===== config.mk =====
export PLATFORM = sky130hd
export DESIGN_NAME = rti_div_stage
export DESIGN_NICKNAME = d
export VERILOG_FILES = /design/src/rtl/rti_pkg.sv /design/src/rtl/rti_div_stage.sv
export SDC_FILE = /design/constraint.sdc
export NUM_CORES = 1
export LEC_CHECK = 0
export BUFFER_PORTS_ARGS = -buffer_cell sky130_fd_sc_hd__buf_4
export CAP_MARGIN = 20
export CORE_AREA = 2 2 323 325
export DETAILED_ROUTE_END_ITERATION = 10
export DIE_AREA = 0 0 325 327
export GPL_TIMING_DRIVEN = 1
export PLACE_DENSITY = 0.54
export SKIP_LAST_GASP = 1
export SYNTH_ARGS = -nofsm -noshare
export SYNTH_HDL_FRONTEND = slang
export SYNTH_SLANG_ARGS = --single-unit

===== constraint.sdc =====
create_clock -name aclk -period 6.4 [get_ports aclk]
set_clock_uncertainty 0.15 [all_clocks]
set_input_delay 0.96 -clock aclk [delete_from_list [all_inputs] [get_ports aclk]]
set_output_delay 0.96 -clock aclk [all_outputs]
set_load 0.02 [all_outputs]

===== src/rtl/rti_pkg.sv =====
`default_nettype none
// ----------------------------------------------------------------------------
// rti_pkg: shared types and constants of the ray/triangle intersection block
// Register indexes, hit codes, cull codes and the sideband word that rides
// along the quotient pipeline.
// ----------------------------------------------------------------------------
package rti_pkg;

    localparam int COORD_BITS_DEF    = 16;
    localparam int OUT_FRAC_BITS_DEF = 16;

    // Determinant threshold register width.
    localparam int EPS_BITS      = 40;
    // Quotient bits produced by the divider: 32 result bits plus one for saturation.
    localparam int QUOT_BITS     = 33;
    localparam int CFG_ADDR_BITS = 3;
    localparam int T_BITS        = 32;
    localparam int BARY_BITS     = 17;
    // hit_t, bary_v and bary_w packed (66 bits) and padded to whole bytes.
    localparam int OUT_TDATA_W   = 72;

    localparam logic [QUOT_BITS-1:0] T_POS_MAX = 33'h0_7FFF_FFFF;
    localparam logic [QUOT_BITS-1:0] T_NEG_MAG = 33'h0_8000_0000;

    localparam logic [1:0] CULL_BOTH  = 2'd0;
    localparam logic [1:0] CULL_FRONT = 2'd1;
    localparam logic [1:0] CULL_BACK  = 2'd2;

    typedef enum logic [CFG_ADDR_BITS-1:0] {
        REG_ORIGIN_X  = 3'd0,
        REG_ORIGIN_Y  = 3'd1,
        REG_ORIGIN_Z  = 3'd2,
        REG_DIR_X     = 3'd3,
        REG_DIR_Y     = 3'd4,
        REG_DIR_Z     = 3'd5,
        REG_EPSILON   = 3'd6,
        REG_CULL_MODE = 3'd7
    } cfg_reg_t;

    typedef enum logic [1:0] {
        HIT_MISS  = 2'd0,
        HIT_FRONT = 2'd1,
        HIT_BACK  = 2'd2
    } hit_kind_t;

    // Control that travels with each word through the divider stages.
    typedef struct packed {
        logic      valid;
        hit_kind_t kind;
        logic      t_neg;
        logic      t_ovf;
    } div_side_t;

endpackage
`default_nettype wire


===== src/rtl/rti_div_stage.sv =====
`default_nettype none
// ----------------------------------------------------------------------------
// rti_div_stage: one restoring-division step for three quotient lanes
// Resolves quotient bit BIT of v, w and t against the shared divisor and
// registers remainders, quotients, divisor and sideband.
// ----------------------------------------------------------------------------
module rti_div_stage #(
    parameter int DW  = 54,
    parameter int RW  = 87,
    parameter int BIT = 0
) (
    input  wire logic                            aclk,
    input  wire logic                            aresetn,
    input  wire logic                            en,
    input  wire rti_pkg::div_side_t              side_in,
    input  wire logic [DW-1:0]                   d_in,
    input  wire logic [RW-1:0]                   rv_in,
    input  wire logic [RW-1:0]                   rw_in,
    input  wire logic [RW-1:0]                   rt_in,
    input  wire logic [rti_pkg::QUOT_BITS-1:0]   qv_in,
    input  wire logic [rti_pkg::QUOT_BITS-1:0]   qw_in,
    input  wire logic [rti_pkg::QUOT_BITS-1:0]   qt_in,
    output rti_pkg::div_side_t                   side_out,
    output logic [DW-1:0]                        d_out,
    output logic [RW-1:0]                        rv_out,
    output logic [RW-1:0]                        rw_out,
    output logic [RW-1:0]                        rt_out,
    output logic [rti_pkg::QUOT_BITS-1:0]        qv_out,
    output logic [rti_pkg::QUOT_BITS-1:0]        qw_out,
    output logic [rti_pkg::QUOT_BITS-1:0]        qt_out
);

    logic [RW-1:0] dsh;
    logic          ge_v, ge_w, ge_t;
    rti_pkg::div_side_t side_reg;
    logic [DW-1:0] d_reg;
    logic [RW-1:0] rv_reg, rw_reg, rt_reg;
    logic [rti_pkg::QUOT_BITS-1:0] qv_reg, qw_reg, qt_reg;

    assign dsh  = RW'(d_in) << BIT;
    assign ge_v = rv_in >= dsh;
    assign ge_w = rw_in >= dsh;
    assign ge_t = rt_in >= dsh;

    always_ff @(posedge aclk) begin
        if (!aresetn) begin
            side_reg <= '0;
        end else if (en) begin
            side_reg <= side_in;
        end
    end

    always_ff @(posedge aclk) begin
        if (en) begin
            d_reg  <= d_in;
            rv_reg <= ge_v ? rv_in - dsh : rv_in;
            rw_reg <= ge_w ? rw_in - dsh : rw_in;
            rt_reg <= ge_t ? rt_in - dsh : rt_in;
            qv_reg <= qv_in | (rti_pkg::QUOT_BITS'(ge_v) << BIT);
            qw_reg <= qw_in | (rti_pkg::QUOT_BITS'(ge_w) << BIT);
            qt_reg <= qt_in | (rti_pkg::QUOT_BITS'(ge_t) << BIT);
        end
    end

    assign side_out = side_reg;
    assign d_out    = d_reg;
    assign rv_out   = rv_reg;
    assign rw_out   = rw_reg;
    assign rt_out   = rt_reg;
    assign qv_out   = qv_reg;
    assign qw_out   = qw_reg;
    assign qt_out   = qt_reg;

endmodule
`default_nettype wire


# Yosys cells after proc, flatten, opt, wreduce, memory -nomap -nowiden
# Cells that the tools add are included.
[op_classes]
addsub = 3
magnitude_cmp = 3
n_mux = 3
bitwise_logic = 3
[op_table]
columns = ["cell", "n"]
rows = [
  ["greater-or-equal comparator 87 x 54 -> 1 bit", 3],
  ["2-to-1 mux 87 bit", 3],
  ["subtractor 87 x 54 -> 87 bit", 3],
  ["OR 33 x 1 -> 33 bit", 3],
]
[word_totals]
regBits = 419
in_bits = 422
out_inout_bits = 419
word_cells = 23

# Depth between registers and ports, before layout
# Gate-level depths: netlist of the first run.
[logic_depth]
ltp_word = 2
depth_mapped = 15
mapped_depth_nobuf = 14

# Least setup slack after synthesis of the first run
# OpenSTA, ideal clock, no wires.
[synth_path]
path_type = "input port to flip-flop"
start = "input d_in[9]"
end = "register rw_reg[64], in the netlist rw_out[64] (data pin)"
setup_time_ps = 258
t_arrival_ps = 3800
required_time_ps = 5992
slack_ps = 2193
path_stages = 13
path_buffers = 1
path_cell_list = "inv_1 ha_1 buf_2 nand4_1 or3_1 a311o_1 a31oi_1 nor3_1 o21ai_2 nor4b_4 nand3_1 or4_1 xnor2_1"
[synth_between]
elab_chain_cells = 2
word_cells_on_any_way = 3
cone_classes = "add/sub (1); order compare (1); mux (1)"
[synth_lines]
columns = ["element", "line_no", "source"]
rows = [
  ["start, declared", "rti_div_stage.sv:16", "input wire logic [DW-1:0] d_in,"],
  ["subtractor 87 x 54 -> 87 bit / greater-or-equal comparator 87 x 54 -> 1 bit (equally long branches)", "rti_div_stage.sv:57, rti_div_stage.sv:42", ""],
  ["2-to-1 mux 87 bit (*)", "rti_div_stage.sv:57", "rw_reg <= ge_w ? rw_in - dsh : rw_in;"],
  ["end signal, assigned", "rti_div_stage.sv:57", ""],
  ["end, declared", "rti_div_stage.sv:37", "logic [RW-1:0] rv_reg, rw_reg, rt_reg;"],
]
# Every way passes the cells marked *; elsewhere a longest branch is shown, timed or not.
# A chain may end at the register's enable or synchronous reset.

# Final worst setup path of the first run
[layout_path]
start = "input d_in[26]"
end = "register rw_reg[64], in the netlist rw_out[64] (data pin)"
# Same word-level chain as after synthesis.

==> results of run 1 <==
==> final cells by class <==
cell class / instances / area [µm²] / share of cell area (%)
multi-input cells: 2103 / 13500 / 37.2
flip-flops and latches: 419 / 12500 / 34.4
repair buffers: 866 / 6560 / 18.0
well taps: 1380 / 1730 / 4.74
clock buffers: 69 / 1480 / 4.06
inverters: 96 / 360 / 0.989
clock inverters: 28 / 204 / 0.560
diodes: 6 / 15.0 / 0.0412
==> worst max-delay path: stages <==
cell     delay (ns)
buf_4          0.12
inv_1          0.32
buf_4          0.25
ha_1           0.29
nand2_1        0.18
nor4_1         0.55
nand2_1        0.34
o31ai_1        0.43
nor2b_1        0.14
o21ai_4        0.14
nor4b_4        0.44
nand3_1        0.24
or4_1          0.47
xnor2_1        0.14
==> per-layer routing <==
metal	track usage (%)	vias up	routed length, µm
li1	-	11800	-
met2	37.6	994	59500
met1	28.7	12100	52300
met5	0	-	219
met3	5.47	180	9260
met4	7.81	34	4240
==> power by group through the flow <==
stage,clock network [W],registers (W),logic (W)
floorplan,0,0.00396,0.00103
global placement,0,0.00358,0.00278
detailed placement,0,0.00358,0.00276
CTS,0.00305,0.00353,0.00278
global route,0.00314,0.00356,0.00296
finish,0.00296,0.00353,0.00277
==> sequential cells by signal, indices dropped and copies added, names as in the netlist <==
name,count
qt_out,33
qw_out,33
rt_out,87
side_out,5
rw_out,87
d_out,54
rv_out,87
qv_out,33
==> layout by cell type, fill, tap and decap left out, types with 25 or more instances in the layout <==
cell	instances
a21o_1	74
a21oi_1	294
a31oi_1	28
buf_4	861
clkbuf_16	55
edfxtp_1	414
ha_1	162
inv_1	96
nand2_1	281
nand3_1	50
nand4_1	70
nor2_1	246
nor3_1	61
nor4_1	36
o21ai_0	165
o21bai_1	32
or3_1	25
xnor2_1	130
xor2_1	118
==> through the flow <==
stage / setup slack [ns] / util (%) / hold WS [ns] / instances
2_1_floorplan: 2.19 / - / 0.440 / 2738
3_3_place_gp: 1.03 / 33.7 / 0.351 / 4863
3_5_place_dp: 1.03 / 33.7 / 0.365 / 4864
4_1_cts: 1.73 / 35.4 / 0.292 / 4961
5_1_grt: 1.42 / 35.4 / 0.301 / 4966
6_report: 1.62 / 35.4 / 0.340 / 4967
==> worst paths after layout <==
| path | endpoint | slack [ns] | cells after the start |
|---|---|---|---|
| worst max-delay path | rw_out[64] | 1.62 | 14 |
| worst max register to register | side_out[4] | 5.64 | 2 |
| worst min register to register | side_out[3] | 0.38 | 2 |
| worst min-delay path | qw_out[7] | 0.34 | 1 |
==> cell families after synthesis <==
logic type	after synthesis
and+or+nand+nor	917
AOI/OAI and AO/OA	752
DFF	419
xor gates and xnor gates	248
buffers and inverters	216
adders and majority gates	165
muxes	21
==> results.txt, run 1 <==
The global placement routability congestion is 0.926. In this run the core area contains 118 standard-cell rows. The later pin in the worst-skew pair is clocked with a latency of 0.63 ns. The die covers 106000 µm². The placed cell area is 34700 µm². The number of enable-type register cells in the synthesized netlist came out at 414. Net switching is 33.1% of the power. After synthesis, the netlist uses 81 different library cells.

The number of buffers created by CTS is 53. The worst setup path is launched from a primary input. The flow ran to the end, and the final reports show no timing, DRC or antenna violations.

The leakage power came out at 14.9 nW. In this run the critical register-to-register path is launched from side_out[4]. The xor and xnor area share after synthesis is 8.08%.

The number of hold buffers added after cts is 0. The via count of the routed design came out at 25100. The TritonCTS sink count came out at 419.

The flop and latch count out of synthesis came out at 419. Sorting the synthesized cells by area gives the leading types as edfxtp_1 (46%), ha_1 (7.5%), a21oi_1 (5.5%). Clock-pin slew was measured on the worst setup and hold paths at 0.06 ns. The die is 325 µm wide.

TritonCTS built the clock tree. Summing every instance area after synthesis gives 26900 µm². Setup violations remaining at the end of the flow were counted as 0. The synthesized netlist devotes 7.76% of its cell area to adder and majority cells. After routing, the total negative slack on setup checks comes to 0 ns. For this design the ratio of total power to cell area is 254 nW/µm². The count of nets left with antenna violations once routing finished came out at 0. The count of pins over their slew limit is 0. The worst hold path startpoint is qw_in[7]. The post-synthesis compound-gate area fraction is 17.0%. The global router's overall resource usage is 22.6%. By count the netlist is led by edfxtp_1 (414), a21oi_1 (294), nand2_1 (281).

The endpoint arrival time on the critical path is 5.01 ns. The wire-length estimate of the detail-placed layout is 104000 µm. The mux share of post-synthesis cell area is 0.852%. For this configuration, the core starts out at a cell density of 26.1%. Max-cap violations in this run came to 0. The per-instance average area after synthesis came out at 9.82 µm². In this run the clock root is driven by a clkbuf_16. The final critical path takes up 74.6% of the cycle. The maximum achievable frequency is 0.209 GHz. The overall routed net length came out at 126000 µm. The number of antenna violations at the first check in global routing was 26. The final net count came out at 4126.

The type of the setup path with the least slack is in -> reg. The fraction of final layout cells sized beyond drive strength 1 is 27.8%. In this run the tightest slew margin relative to its limit is 46.3%. In this run the deepest clock path goes through 3 buffers. Along the worst path, the maximum fanout reaches 7. The number of remaining DRC errors is 0. The global-route wire length before repair is 176000 µm. The die height is 327 µm. Sequential cells burn 38.1% of the power.

The endpoint required time on the critical path is 6.63 ns. The maximum vdd drop is 0.187 mV. The class of the tightest hold or removal check is in -> reg. Pin placement for this block handled 841 I/O pins. The register area share after synthesis is 46.6%.

The count of synthesis-stage warnings from yosys came out at 0. The number of nets in the synthesized netlist came out at 3325. The most common cell in the synthesized netlist is edfxtp_1.

The growth of design area from synthesis to finish came out at 35.4%. The number of global-route vias before repair came to 24200. After synthesis, the share of flip-flops with an asynchronous set or reset is 0%. The synthesized-area fraction occupied by and/or/nand/nor cells came out at 16.6%. The largest net degree at the start of global routing came out at 103.

After detailed routing, the number of vias per cell comes to 5.06. STA classifies the critical path endpoint as a register. The number of cells upsized or downsized after cts is 0. The logic gate share of total power is 29.9%. The first routing iteration left 1949 violations. During placement, the flow inserted port buffers numbering 840. After synthesis, the largest family of logic cells by area is compound AO/OA/AOI/OAI gates.

The measured slew at the worst slew-check pin came out at 0.799 ns. The post-layout instance area came out at 36400 µm². The largest total area in the synthesized netlist belongs to edfxtp_1.

The area share of the leading cell type in the synthesized netlist came out at 46.2%. The number of fill cells in the layout came out at 10600. The fraction of power consumed by the clock network is 32.0%.

The cell count after synthesis came out at 2738. Global routing finished with a remaining overflow of 0. After layout, the minimum clock period comes to 4.78 ns. The pre-antenna-repair detailed-routing pass consisted of 5 iterations.

The count of endpoints failing hold in the final timing report is 0. Setup repair after global routing left no endpoint under its margin. The internal power contribution is 0.00619 W. The CTS H-tree depth came out at 2.

The mean routed wirelength per cell is 25.3 µm. The post-CTS setup repair buffer count came out at 0. The origin of the worst setup path is d_in[26]. For this run, the leading register cell type out of synthesis is edfxtp_1. The core footprint is 103000 µm².

The power after layout is 0.00925 W. The reported net switching power came out at 0.00306 W.
No activity file was read; power rests on OpenSTA's default activity.
==> run 2, diff against run 1 <==
clock period = 4.66 ns   (was 6.4 ns; I/O delays follow)
==> run 2 against run 1 <==
Combinational power increased by 47%. Sequential power up 37%. Routed wire length shrank 0.28%. Die area did not move. Largest cell class unchanged.
==> results.txt, run 2 (synthesis results as in run 1) <==
Status: complete, no violations (unchanged). The CTS H-tree depth is 2 (unchanged). The slowest cell on the critical path is o21ai_0 (was nor4_1). The count of endpoints failing hold in the final timing report is 0 (unchanged).

The number of antenna violations at the first check in global routing came out at 26 (unchanged). The number of buffers added on ports came to 840 (unchanged). The kind of cell adding the most delay to the critical path is compound AO/OA/AOI/OAI gates (was simple AND/OR/NAND/NOR gates). The placed cell area is 36800 µm² (was 34700 µm²). The die height came out at 327 µm (unchanged). The clock tree from TritonCTS is done (unchanged). The class of the tightest hold or removal check was in -> reg (unchanged). The post-route clock period utilization is 90.3%. The worst slack on hold paths was 0.0824 ns (was 0.340 ns).

The post-CTS setup repair buffer count is 0 (unchanged). The number of hold buffers added after cts came out at 0 (unchanged). The placed wire-length estimate is 105000 µm (was 104000 µm).

The global-route wire length before repair came out at 177000 µm (was 176000 µm). The delay of the slowest cell on the worst path is 0.56 ns (was 0.55 ns). The terminus of the critical flop-to-flop path is side_out[4] (unchanged).

The most numerous cell type found on the critical path is buf_4. The post-route non-filler standard cell count came out at 5230 (was 4967). The via count of the routed design was 25800 (was 25100).

The power after layout is 0.0130 W (was 0.00925 W). The worst reg-to-reg path cell count came out at 2 (unchanged). The final net count came out at 4388 (was 4126).

The number of rows created at floorplan is 118 (unchanged). The clock slew seen by the registers of the worst setup and hold paths came to 0.07 ns (was 0.06 ns). The count of pins over their slew limit is 0 (unchanged). The measured slew at the worst slew-check pin came out at 0.816 ns (was 0.799 ns). The type of the setup path with the least slack is in -> reg (unchanged). The core footprint came out at 103000 µm² (unchanged). The growth of design area from synthesis to finish came out at 43.2% (was 35.4%). The fraction of final layout cells sized beyond drive strength 1 is 32.8% (was 27.8%). The later-pin clock latency in the skew report is 0.64 ns (was 0.63 ns). The number of global-route vias before repair came out at 25200 (was 24200). The TritonCTS sink count came to 419 (unchanged). The power density normalized to cell area is 337 nW/µm² (was 254 nW/µm²). The starting density of the core came to 26.1% (unchanged). The number of fill cells in the layout is 10500 (was 10600). The average via count per standard cell is 4.93 (was 5.06). The number of remaining DRC errors was 0 (unchanged). After layout, the minimum clock period comes to 4.21 ns. The iteration-0 DRC count of the detailed router came out at 1973 (was 1949). The global router's overall resource usage was 22.6% (about the same). The final global-route overflow total is 0 (unchanged). The maximum vdd drop came out at 0.263 mV (was 0.187 mV). The endpoint required time on the critical path is 4.90 ns (was 6.63 ns). The number of buffers on the longest clock path came out at 3 (unchanged). The first-pass iteration count of the detailed router came out at 5 (unchanged). The leakage power was 16.2 nW (was 14.9 nW). The element type at the critical path end is a register (unchanged).

The largest driver fanout on the critical path came out at 6 (was 7). The mean routed wirelength per cell came to 23.9 µm (was 25.3 µm). The number of cells traversed by the worst hold path is 1 (unchanged). The setup slack of the worst register-to-register path came out at 3.90 ns (was 5.64 ns). The launching element type of the critical path is a primary input (unchanged). The post-layout instance area came out at 38500 µm² (was 36400 µm²). The startpoint of the worst-slack reg-to-reg timing path is side_out[4] (unchanged). The largest net degree at the start of global routing came out at 91 (was 103). Setup repair after global routing missed its margin: no (unchanged).

The maximum achievable frequency is 0.238 GHz. The max-capacitance violation count came out at 0 (unchanged). The worst hold path startpoint was qv_in[28] (was qw_in[7]). The number of cells upsized or downsized after cts came out at 0 (unchanged). The global placement routability congestion came out at 0.919 (was 0.926). The worst slew margin relative to its limit was 45.6% (was 46.3%). The worst-case hold path end point was qv_out[28] (was qw_out[7]). The overall routed net length is 125000 µm (was 126000 µm). The width of the die came out at 325 µm (unchanged).

CP cell instances: buf_4, inv_1, ha_1, a21oi_1, o22ai_1, o21ai_0, a211oi_1, buf_4, o21ai_0, nand3_1, a21bo_2, a21boi_0, o31ai_1, buf_4, xnor2_1 (was buf_4, inv_1, buf_4, ha_1, nand2_1, nor4_1, nand2_1, o31ai_1, nor2b_1, o21ai_4, nor4b_4, nand3_1, or4_1, xnor2_1). The total die area is 106000 µm² (unchanged). The buffering stage count on the worst path with inverters included came out at 4 (was 3). The endpoint arrival time on the critical path was 4.44 ns (was 5.01 ns). The count of placed standard cells including taps is 5127 (was 4864).

Commonest cells after routing, fill and taps aside: buf_4 (1114), edfxtp_1 (414), a21oi_1 (294) (was buf_4 (861), edfxtp_1 (414), a21oi_1 (294)). The final antenna-violating net count is 0 (unchanged). The clock root buffer is clkbuf_16 (unchanged).

The top-level port count is 841 (unchanged). The final count of negative-setup-slack endpoints came out at 0 (unchanged). The most common cell after layout, fill and taps aside is buf_4 (unchanged). The number of buffers created by CTS came out at 52 (was 53).
-- run 2: worst max-delay path by stage --
| stage | from | end | slack, ns | cells past startpoint |
|---|---|---|---|---|
| detailed placement | d_in[4] | rt_out[69] | -0.21 | 15 |
| global route | d_in[8] | rt_out[69] | 0.08 | 16 |
| floorplan | d_in[9] | rw_out[64] | 0.71 | 13 |
| CTS | d_in[4] | rt_out[69] | 0.47 | 15 |
| global placement | d_in[4] | rt_out[69] | -0.20 | 15 |
| finish | d_in[4] | rt_out[69] | 0.45 | 15 |
-- run 2: final cells by class --
type | instances | area, µm² | area share [%]
diodes | 6 | 15.0 | 0.0390
clock buffers | 66 | 1390 | 3.60
clock inverters | 31 | 283 | 0.734
inverters | 96 | 360 | 0.936
multi-input cells | 2103 | 13500 | 35.2
flip-flops and latches | 419 | 12500 | 32.5
well taps | 1380 | 1730 | 4.48
repair buffers | 1129 | 8660 | 22.5
-- run 2: power by group --
group | leakage (nW) | switching, W | internal [W]
Combinational | 11.3 | 0.00237 | 0.00168
Sequential | 4.09 | 0.000150 | 0.00469
Clock | 0.807 | 0.00176 | 0.00233
Total | 16.2 | 0.00428 | 0.00870
-- run 2: routing by layer --
layer  wire length (µm)  vias up  track usage [%]  share of wire, %
li1                   -    12300                -                 -
met1              52800    12300             28.9                42
met2              59800      940             38.1                48
met3               8780      174             5.00               7.0
met4               3700       28             6.84               3.0
met5                166        -                0              0.13
-- run 2: worst reg2reg max path, stage by stage (launching register included) --
cell and delay [ns]:
dfxtp_1 0.31, mux2i_1 0.13, nor2b_1 0.06
-- run 2: stage by stage --
stage	util (%)	setup TNS [ns]	setup WS (ns)
after floorplan	-	0	0.714
after global placement	35.8	-0.833	-0.198
after detailed placement	35.8	-0.752	-0.214
after CTS	37.4	0	0.473
after global routing	37.4	0	0.0801
final	37.4	0	0.453
